### config.mk
export PLATFORM = sky130hd
export DESIGN_NAME = eatrm_cell
export DESIGN_NICKNAME = d
export VERILOG_FILES = /design/src/hdl/eatrm_pkg.sv /design/src/hdl/eatrm_cell.sv
export SDC_FILE = /design/constraint.sdc
export NUM_CORES = 1
export LEC_CHECK = 0
export ABC_AREA = 1
export ABC_CLOCK_PERIOD_IN_PS = 4280
export BUFFER_PORTS_ARGS = -buffer_cell sky130_fd_sc_hd__buf_2
export CAP_MARGIN = 15
export CORE_MARGIN = 2
export CORE_UTILIZATION = 45
export CTS_CLUSTER_SIZE = 14
export DETAILED_ROUTE_END_ITERATION = 8
export PLACE_DENSITY = 0.74
export REMOVE_ABC_BUFFERS = 1
export SYNTH_ARGS = -nofsm -noshare
export SYNTH_HDL_FRONTEND = slang
export SYNTH_SLANG_ARGS = --single-unit
export TNS_END_PERCENT = 20
### constraint.sdc
create_clock -name i_clk -period 4.28 [get_ports i_clk]
set_input_delay 0.856 -clock i_clk [delete_from_list [all_inputs] [get_ports i_clk]]
set_output_delay 0.856 -clock i_clk [all_outputs]
set_load 0.1 [all_outputs]
### src/hdl/eatrm_pkg.sv
// Package for the Euler angle to rotation matrix block.
// Holds the CORDIC arctangent table, fixed-point constants and channel payload types.
package eatrm_pkg;
    localparam int ANGLE_BITS = 16;
    localparam int ENTRY_BITS = 16;
    localparam int FRAC = 30;
    localparam int IW = 34; // internal Q2.30 plus guard bits
    localparam logic signed [IW-1:0] PI_Q30 = 34'sd3373259426;
    localparam logic signed [IW-1:0] HALF_PI_Q30 = 34'sd1686629713;
    localparam logic signed [IW-1:0] GAIN_Q30 = 34'sd652032874;
    localparam int MAX_STAGES = 30;

    function automatic logic signed [IW-1:0] atan_q30(input int idx);
        logic [31:0] v;
        case (idx)
            0: v = 32'h3243F6A8;   1: v = 32'h1DAC6705;   2: v = 32'h0FADBAFC;
            3: v = 32'h07F56EA6;   4: v = 32'h03FEAB76;   5: v = 32'h01FFD55B;
            6: v = 32'h00FFFAAA;   7: v = 32'h007FFF55;   8: v = 32'h003FFFEA;
            9: v = 32'h001FFFFD;  10: v = 32'h000FFFFF;  11: v = 32'h0007FFFF;
            12: v = 32'h0003FFFF; 13: v = 32'h0001FFFF;  14: v = 32'h0000FFFF;
            15: v = 32'h00007FFF; 16: v = 32'h00003FFF;  17: v = 32'h00001FFF;
            18: v = 32'h00000FFF; 19: v = 32'h000007FF;  20: v = 32'h000003FF;
            21: v = 32'h000001FF; 22: v = 32'h000000FF;  23: v = 32'h0000007F;
            24: v = 32'h0000003F; 25: v = 32'h0000001F;  26: v = 32'h0000000F;
            27: v = 32'h00000008; 28: v = 32'h00000004;  29: v = 32'h00000002;
            default: v = 32'h0;
        endcase
        return $signed({2'b00, v});
    endfunction

    // Q2.30 product rounded back to Q2.30
    function automatic logic signed [IW-1:0] mulq(input logic signed [IW-1:0] a,
                                                  input logic signed [IW-1:0] b);
        logic signed [2*IW-1:0] p;
        p = a * b + (68'sd1 <<< (FRAC - 1));
        return p[FRAC+IW-1:FRAC];
    endfunction

    // input transaction: bank in the low bits
    typedef struct packed {
        logic [ANGLE_BITS-1:0] heading_angle;
        logic [ANGLE_BITS-1:0] attitude_angle;
        logic [ANGLE_BITS-1:0] bank_angle;
    } t_angles;

    // result transaction: r00 in the low bits
    typedef struct packed {
        logic [ENTRY_BITS-1:0] r22;
        logic [ENTRY_BITS-1:0] r21;
        logic [ENTRY_BITS-1:0] r20;
        logic [ENTRY_BITS-1:0] r12;
        logic [ENTRY_BITS-1:0] r11;
        logic [ENTRY_BITS-1:0] r10;
        logic [ENTRY_BITS-1:0] r02;
        logic [ENTRY_BITS-1:0] r01;
        logic [ENTRY_BITS-1:0] r00;
    } t_matrix;

    // per-angle data travelling down the cell chain
    typedef struct packed {
        logic signed [IW-1:0] x;
        logic signed [IW-1:0] y;
        logic signed [IW-1:0] z;
        logic                 neg;
    } t_rot;

    typedef struct packed {
        t_rot b;
        t_rot a;
        t_rot h;
    } t_cell_data;
endpackage

### src/hdl/eatrm_cell.sv
// One CORDIC micro-rotation cell applied to all three angles in parallel.
// Depends on eatrm_pkg.
module eatrm_cell #(
    parameter int STAGE = 0
) (
    input  logic                  i_clk,
    input  logic                  i_rst_n,
    input  logic                  i_en,
    input  logic                  i_valid,
    input  eatrm_pkg::t_cell_data i_data,
    output logic                  o_valid,
    output eatrm_pkg::t_cell_data o_data
);
    localparam logic signed [eatrm_pkg::IW-1:0] ATAN = eatrm_pkg::atan_q30(STAGE);

    function automatic eatrm_pkg::t_rot rot(input eatrm_pkg::t_rot r);
        eatrm_pkg::t_rot o;
        o = r;
        if (r.z >= 0) begin
            o.x = r.x - (r.y >>> STAGE);
            o.y = r.y + (r.x >>> STAGE);
            o.z = r.z - ATAN;
        end else begin
            o.x = r.x + (r.y >>> STAGE);
            o.y = r.y - (r.x >>> STAGE);
            o.z = r.z + ATAN;
        end
        return o;
    endfunction

    eatrm_pkg::t_cell_data r_data;
    logic                  r_valid;

    always_ff @(posedge i_clk) begin
        if (!i_rst_n) begin
            r_valid <= 1'b0;
        end else if (i_en) begin
            r_valid <= i_valid;
        end
        if (i_en) begin
            r_data.b <= rot(i_data.b);
            r_data.a <= rot(i_data.a);
            r_data.h <= rot(i_data.h);
        end
    end

    assign o_valid = r_valid;
    assign o_data  = r_data;
endmodule

==> flow_summary.ini, run 1 <==
[yosys]
syn_avg_cell_area_um2 = 6.58
synth_cells = 5583
synth_seq_cells = 307
ys_types = 49
synth-edff-count = 306
syn_area_um2 = 36700
synth-main-ff-cell = edfxtp_1
async_flop_share_pct = 0
synth_warnings = 0
yosysSeqAreaShare_pct = 25.1

[critical_path]
crit_end = o_data[234]$_DFFE_PP_
cp-end-kind = flop
startpoint_type = primary input
crit_fanout = 9
required_ps = 4630
reg2reg_from = o_valid$_SDFFE_PN0P_
cp_data_arrival_time_ps = 3940
worstRegToRegCells = 2
critPathKind = primary input to flop
crit_chain = buf_2, or2_1, nor3_1, nand3_1, o21ai_4, buf_4, ha_1, nand2_1, o21ai_1, a21oi_1, o21ai_0, nand3_1, nand4_1, nand2_1
reg2reg_to = o_valid$_SDFFE_PN0P_
setup.worst_path.start = i_data[233]
r2r_setup_slack_ps = 3650
cp_top_family = compound AO/OA/AOI/OAI gates
crit_cells = 14
crit_slowest_cell = o21ai_4
crit_buf_inv = 2
slowest_delay_ps = 490

[sta]
setup_viol = 0
fmax_mhz = 279
layout_min_cycle_time_ps = 3590
slew_headroom_pct = 35.8
drv_slew = 0
hold_ws_ps = 454
rsz0062_at_grt = false
hold_violations = 0
worst_slack_ps = 690
tightestPinTransition_ps = 962
fin_skew_ps = 0
finalCritPeriodShare_pct = 83.9
finalSetupTns_ps = 0

[global_route]
track_usage_pct = 35.9
grt_pass1_vias = 38200
grt_max_degree = 88
antenna_found_initial = 26
grt_overflow = 0
grt_pass1_wl_um = 228000

[clock_network]
hold_buffers = 0
clk_pin_slew_ps = 60
cts_buffers = 41
cts_sinks = 307
htreeDepth = 2
cts_tree = done
clockBufferDepth = 3
cts_resized = 0
clockRootBuffer = clkbuf_16
clk_latency_ps = 580
post_cts_buffers = 0

[place]
gp_congestion = 1.06
placed_cell_area_um2 = 40600
place_hpwl_um = 131000
placed_cells = 7164
io_buffers = 622
dp_slack_ps = 243

[floorplanning]
coreArea_um2 = 80700
ios = 623
row_count = 104
initial_core_util_pct = 45.5
die-area_um2 = 83900
die_y_um = 290
die_w_um = 290

[finish]
post_route_cells_drive_above_1_share_pct = 12.8
final_common_cell = nand2_1
final_cell_mix = nand2_1, inv_1, buf_2
area_growth_pct = 14.3
design_area_um2 = 42000
fill_cells = 8306
multi_input_area_um2 = 23800
layoutNonFillerInstCount = 7257
register_area_um2 = 9210
nNetsFinal = 6859
fin_util_pct = 52.0

[job]
cap_violations = 0

[pwr]
ir_drop_mv = 0.398
p_sw_mw = 8.38
leakage_nw = 21.2
sw_frac_of_total_pct = 52.6
powerDensity_nw_per_um2 = 379
combPwrFrac_pct = 52.4
p_total_mw = 15.9
internal-power_mw = 7.54
p_seq_share_pct = 25.8
p_clk_share_pct = 21.8

[outcome]
status = completed

[drt]
viasPerCell = 5.60
num_vias = 40700
drtIter0Drc = 3617
route.detailed.drc = 0
avgRoutedWirePerCell_um = 21.6
drt_wl_total_um = 156000
drtAntennaViolNets = 0
first_pass_iters = 6

[worst_hold_path]
hp-class = primary input to flop
## power by group through the flow
stage / logic, mW / clock network [mW] / registers (mW)
after detailed placement: 8.19 / 0 / 4.16
final: 8.35 / 3.47 / 4.11
after floorplan: 2.92 / 0 / 7.24
after global routing: 8.83 / 3.60 / 4.13
after CTS: 8.22 / 3.52 / 4.11
after global placement: 8.18 / 0 / 4.16
## worst min path at each step
stage                               startpoint                     to  slack [ps]  depth (start not counted)
after floorplan                           i_en   o_valid$_SDFFE_PN0P_         950                          1
after global routing               i_data[103]  o_data[103]$_DFFE_PP_         440                          1
after detailed placement  o_valid$_SDFFE_PN0P_   o_valid$_SDFFE_PN0P_         550                          2
final                              i_data[103]  o_data[103]$_DFFE_PP_         450                          1
after CTS                          i_data[103]  o_data[103]$_DFFE_PP_         430                          1
after global placement    o_valid$_SDFFE_PN0P_   o_valid$_SDFFE_PN0P_         540                          2
## registers in the layout (all words and copies together) (netlist names)
register and count:
o_valid 1, o_data 306
## final cells by class
class,count,area share (%)
clock inverter,28,0.531
inverter,773,6.92
sequential,307,21.9
multi-input combinational,4373,56.7
antenna,20,0.119
tap,1060,3.16
timing repair buffer,651,8.08
clock buffer,45,2.58
## cells in the mapped netlist, drive strengths merged (49+ instances only)
library cell | number | area, um^2
a21oi | 465 | 2350
buf | 124 | 822
edfxtp | 306 | 9190
ha | 387 | 4840
inv | 772 | 2900
nand2 | 1560 | 5910
nand3 | 488 | 2460
nand4 | 58 | 363
nor2 | 564 | 2160
nor3 | 98 | 541
o21ai | 370 | 1890
o21bai | 49 | 368
xor2 | 151 | 1320
## worst register-to-register path: cells and delay by family (launching register included)
family,cells,cell delay [ps]
compound gates,2,210
flops,1,310
## routing by layer
metal  up-vias  track usage (%)  routed length, um  part of all wire [%]
met5         -                0                 69                 0.044
met4        10             16.8               7950                   5.1
met3       364             7.48              14700                   9.4
met2      1887             58.2              69900                    45
met1     18900             45.7              63800                    41
li1      19500                -                  -                     -
## logic make-up after synthesis
family	share of synthesized area [%]
simple gates	32.2
compound gates	14.5
buf+inv	10.2
fa+ha+maj	13.8
flops	25.1
xor+xnor	4.10
mux	0.0545
No activity file was read; power rests on OpenSTA's default activity.
==> inputs of run 2 (changes only) <==
--- a/config.mk
+++ b/config.mk
@@ -6,7 +6,7 @@
 export NUM_CORES = 1
 export LEC_CHECK = 0
 export ABC_AREA = 1
-export ABC_CLOCK_PERIOD_IN_PS = 4280
+export ABC_CLOCK_PERIOD_IN_PS = 3340
 export BUFFER_PORTS_ARGS = -buffer_cell sky130_fd_sc_hd__buf_2
 export CAP_MARGIN = 15
 export CORE_MARGIN = 2
==> constraint.sdc (replaced) <==
create_clock -name i_clk -period 3.34 [get_ports i_clk]
set_input_delay 0.668 -clock i_clk [delete_from_list [all_inputs] [get_ports i_clk]]
set_output_delay 0.668 -clock i_clk [all_outputs]
set_load 0.1 [all_outputs]
==> run 2 against run 1 <==
  * Count of clock-buffer cells in the layout increased by 3
  * Core utilization increased by 4.3 points
  * Clock skew unchanged
  * Via count increased by 4.3%
  * Critical endpoint is now o_data[18]$_DFFE_PP_
  * Largest cell class unchanged
  * Highest routed layer unchanged
==> flow_summary.ini, run 2 (synthesized netlist as in run 1, its figures left out) <==
[global_route]
grt_overflow = 0
antenna_found_initial = 25
grt_max_degree = 74
grt_pass1_vias = 39900
grt_pass1_wl_um = 229000
track_usage_pct = 35.8

[drt]
drtIter0Drc = 3931
num_vias = 42400
avgRoutedWirePerCell_um = 20.4
route.detailed.drc = 0
drtAntennaViolNets = 0
first_pass_iters = 8
viasPerCell = 5.51
drt_wl_total_um = 157000

[critical_path]
slowest_delay_ps = 360
cp-end-kind = flop
crit_fanout = 13
cp_data_arrival_time_ps = 3540
critPathKind = primary input to flop
cpMostUsedCell = nand2_1
crit_slowest_cell = nor2_1
crit_chain = buf_2, nor2_1, nand2_1, nor2_1, nand2_1, nor3b_2, buf_4, nor2_4, buf_12, ha_1, a21oi_1, inv_1, a31oi_1, nand2_1, buf_4, xor2_1
r2r_setup_slack_ps = 2720
required_ps = 3660
startpoint_type = primary input

[floorplanning]
row_count = 104
die_w_um = 290
coreArea_um2 = 80700
ios = 623
die-area_um2 = 83900
initial_core_util_pct = 45.5
die_y_um = 290

[worst_hold_path]
hp-class = primary input to flop

[sta]
fmax_mhz = 311
finalCritPeriodShare_pct = 96.1
layout_min_cycle_time_ps = 3210
hold_violations = 0
drv_slew = 0
slew_headroom_pct = 38.1
fin_skew_ps = 0
worst_slack_ps = 129
tightestPinTransition_ps = 928
setup_viol = 0
rsz0062_at_grt = false

[pwr]
powerDensity_nw_per_um2 = 466
ir_drop_mv = 0.497
p_total_mw = 21.2
leakage_nw = 23.4

[finish]
final_common_cell = nand2_1
post_route_cells_drive_above_1_share_pct = 18.6
nNetsFinal = 7303
multi_input_area_um2 = 23800
area_growth_pct = 23.7
fill_cells = 8097
register_area_um2 = 9210
largest_register_ffs = 306
final_cell_mix = nand2_1, inv_1, buf_2

[clock_network]
cts_sinks = 307
clk_latency_ps = 570
cts_tree = done
htreeDepth = 2
clockRootBuffer = clkbuf_16
clockBufferDepth = 3
clk_pin_slew_ps = 60
cts_buffers = 40

[place]
place_hpwl_um = 133000
gp_congestion = 1.07
dp_slack_ps = -357
io_buffers = 622

[outcome]
status = completed

[job]
cap_violations = 0
run 2: area by class of cell:
class	count	share of cell area, %
Antenna cell	15	0.0827
Clock buffer	48	2.36
Clock inverter	24	0.598
Inverter	773	6.39
Multi-Input combinational cell	4373	52.4
Sequential cell	307	20.3
Tap cell	1060	2.92
Timing Repair Buffer	1096	15.0
run 2: power by group:
group | switching [mW] | internal [mW] | total [mW] | leakage, nW
logic | 8.66 | 2.70 | 11.4 | 19.8
registers | 0.255 | 5.00 | 5.25 | 3.00
clock network | 1.85 | 2.69 | 4.54 | 0.652
run 2: path summary, 6_finish.rpt:
| kind | depth (start not counted) | start | end |
|---|---|---|---|
| worst min-delay path | 1 | i_data[103] | o_data[103]$_DFFE_PP_ |
| worst min register to register | 2 | o_valid$_SDFFE_PN0P_ | o_valid$_SDFFE_PN0P_ |
| worst max register to register | 2 | o_valid$_SDFFE_PN0P_ | o_valid$_SDFFE_PN0P_ |
| worst max-delay path | 16 | i_data[15] | o_data[18]$_DFFE_PP_ |
run 2: routing by layer:
layer | routed length, um | GRT usage, % | vias to the layer above
li1 | - | - | 20400
met1 | 63300 | 44.6 | 19500
met2 | 69400 | 58.6 | 2111
met3 | 14500 | 7.10 | 419
met4 | 9320 | 18.7 | 14
met5 | 83 | 0 | -
run 2: timing repair:
action                                  4_1_cts  5_1_grt
hold buffers                                  0        0
endpoints found under the setup margin        0        2
resized for setup                             0        1
setup buffers                                 0        0
endpoints found under the hold margin         0        0
run 2: critical path: cells and delay by family:
family / cells / cell delay (ps)
simple gates: 7 / 1170
compound gates: 2 / 550
buf+inv: 5 / 690
fa+ha+maj: 1 / 330
xor+xnor: 1 / 130
run 2: stage by stage:
stage / hold WS [ps] / utilization [%] / std cells / TNS [ps] / instance area, um^2
after CTS: 247 / 56.2 / 7681 / 0 / 45400
final: 269 / 56.3 / 7696 / 0 / 45400
after global routing: 259 / 56.3 / 7687 / 0 / 45400
after detailed placement: 533 / 54.6 / 7609 / -13790 / 44000
after floorplan: 761 / - / 5453 / -405330 / 35900
after global placement: 525 / 54.6 / 7609 / -10300 / 44000
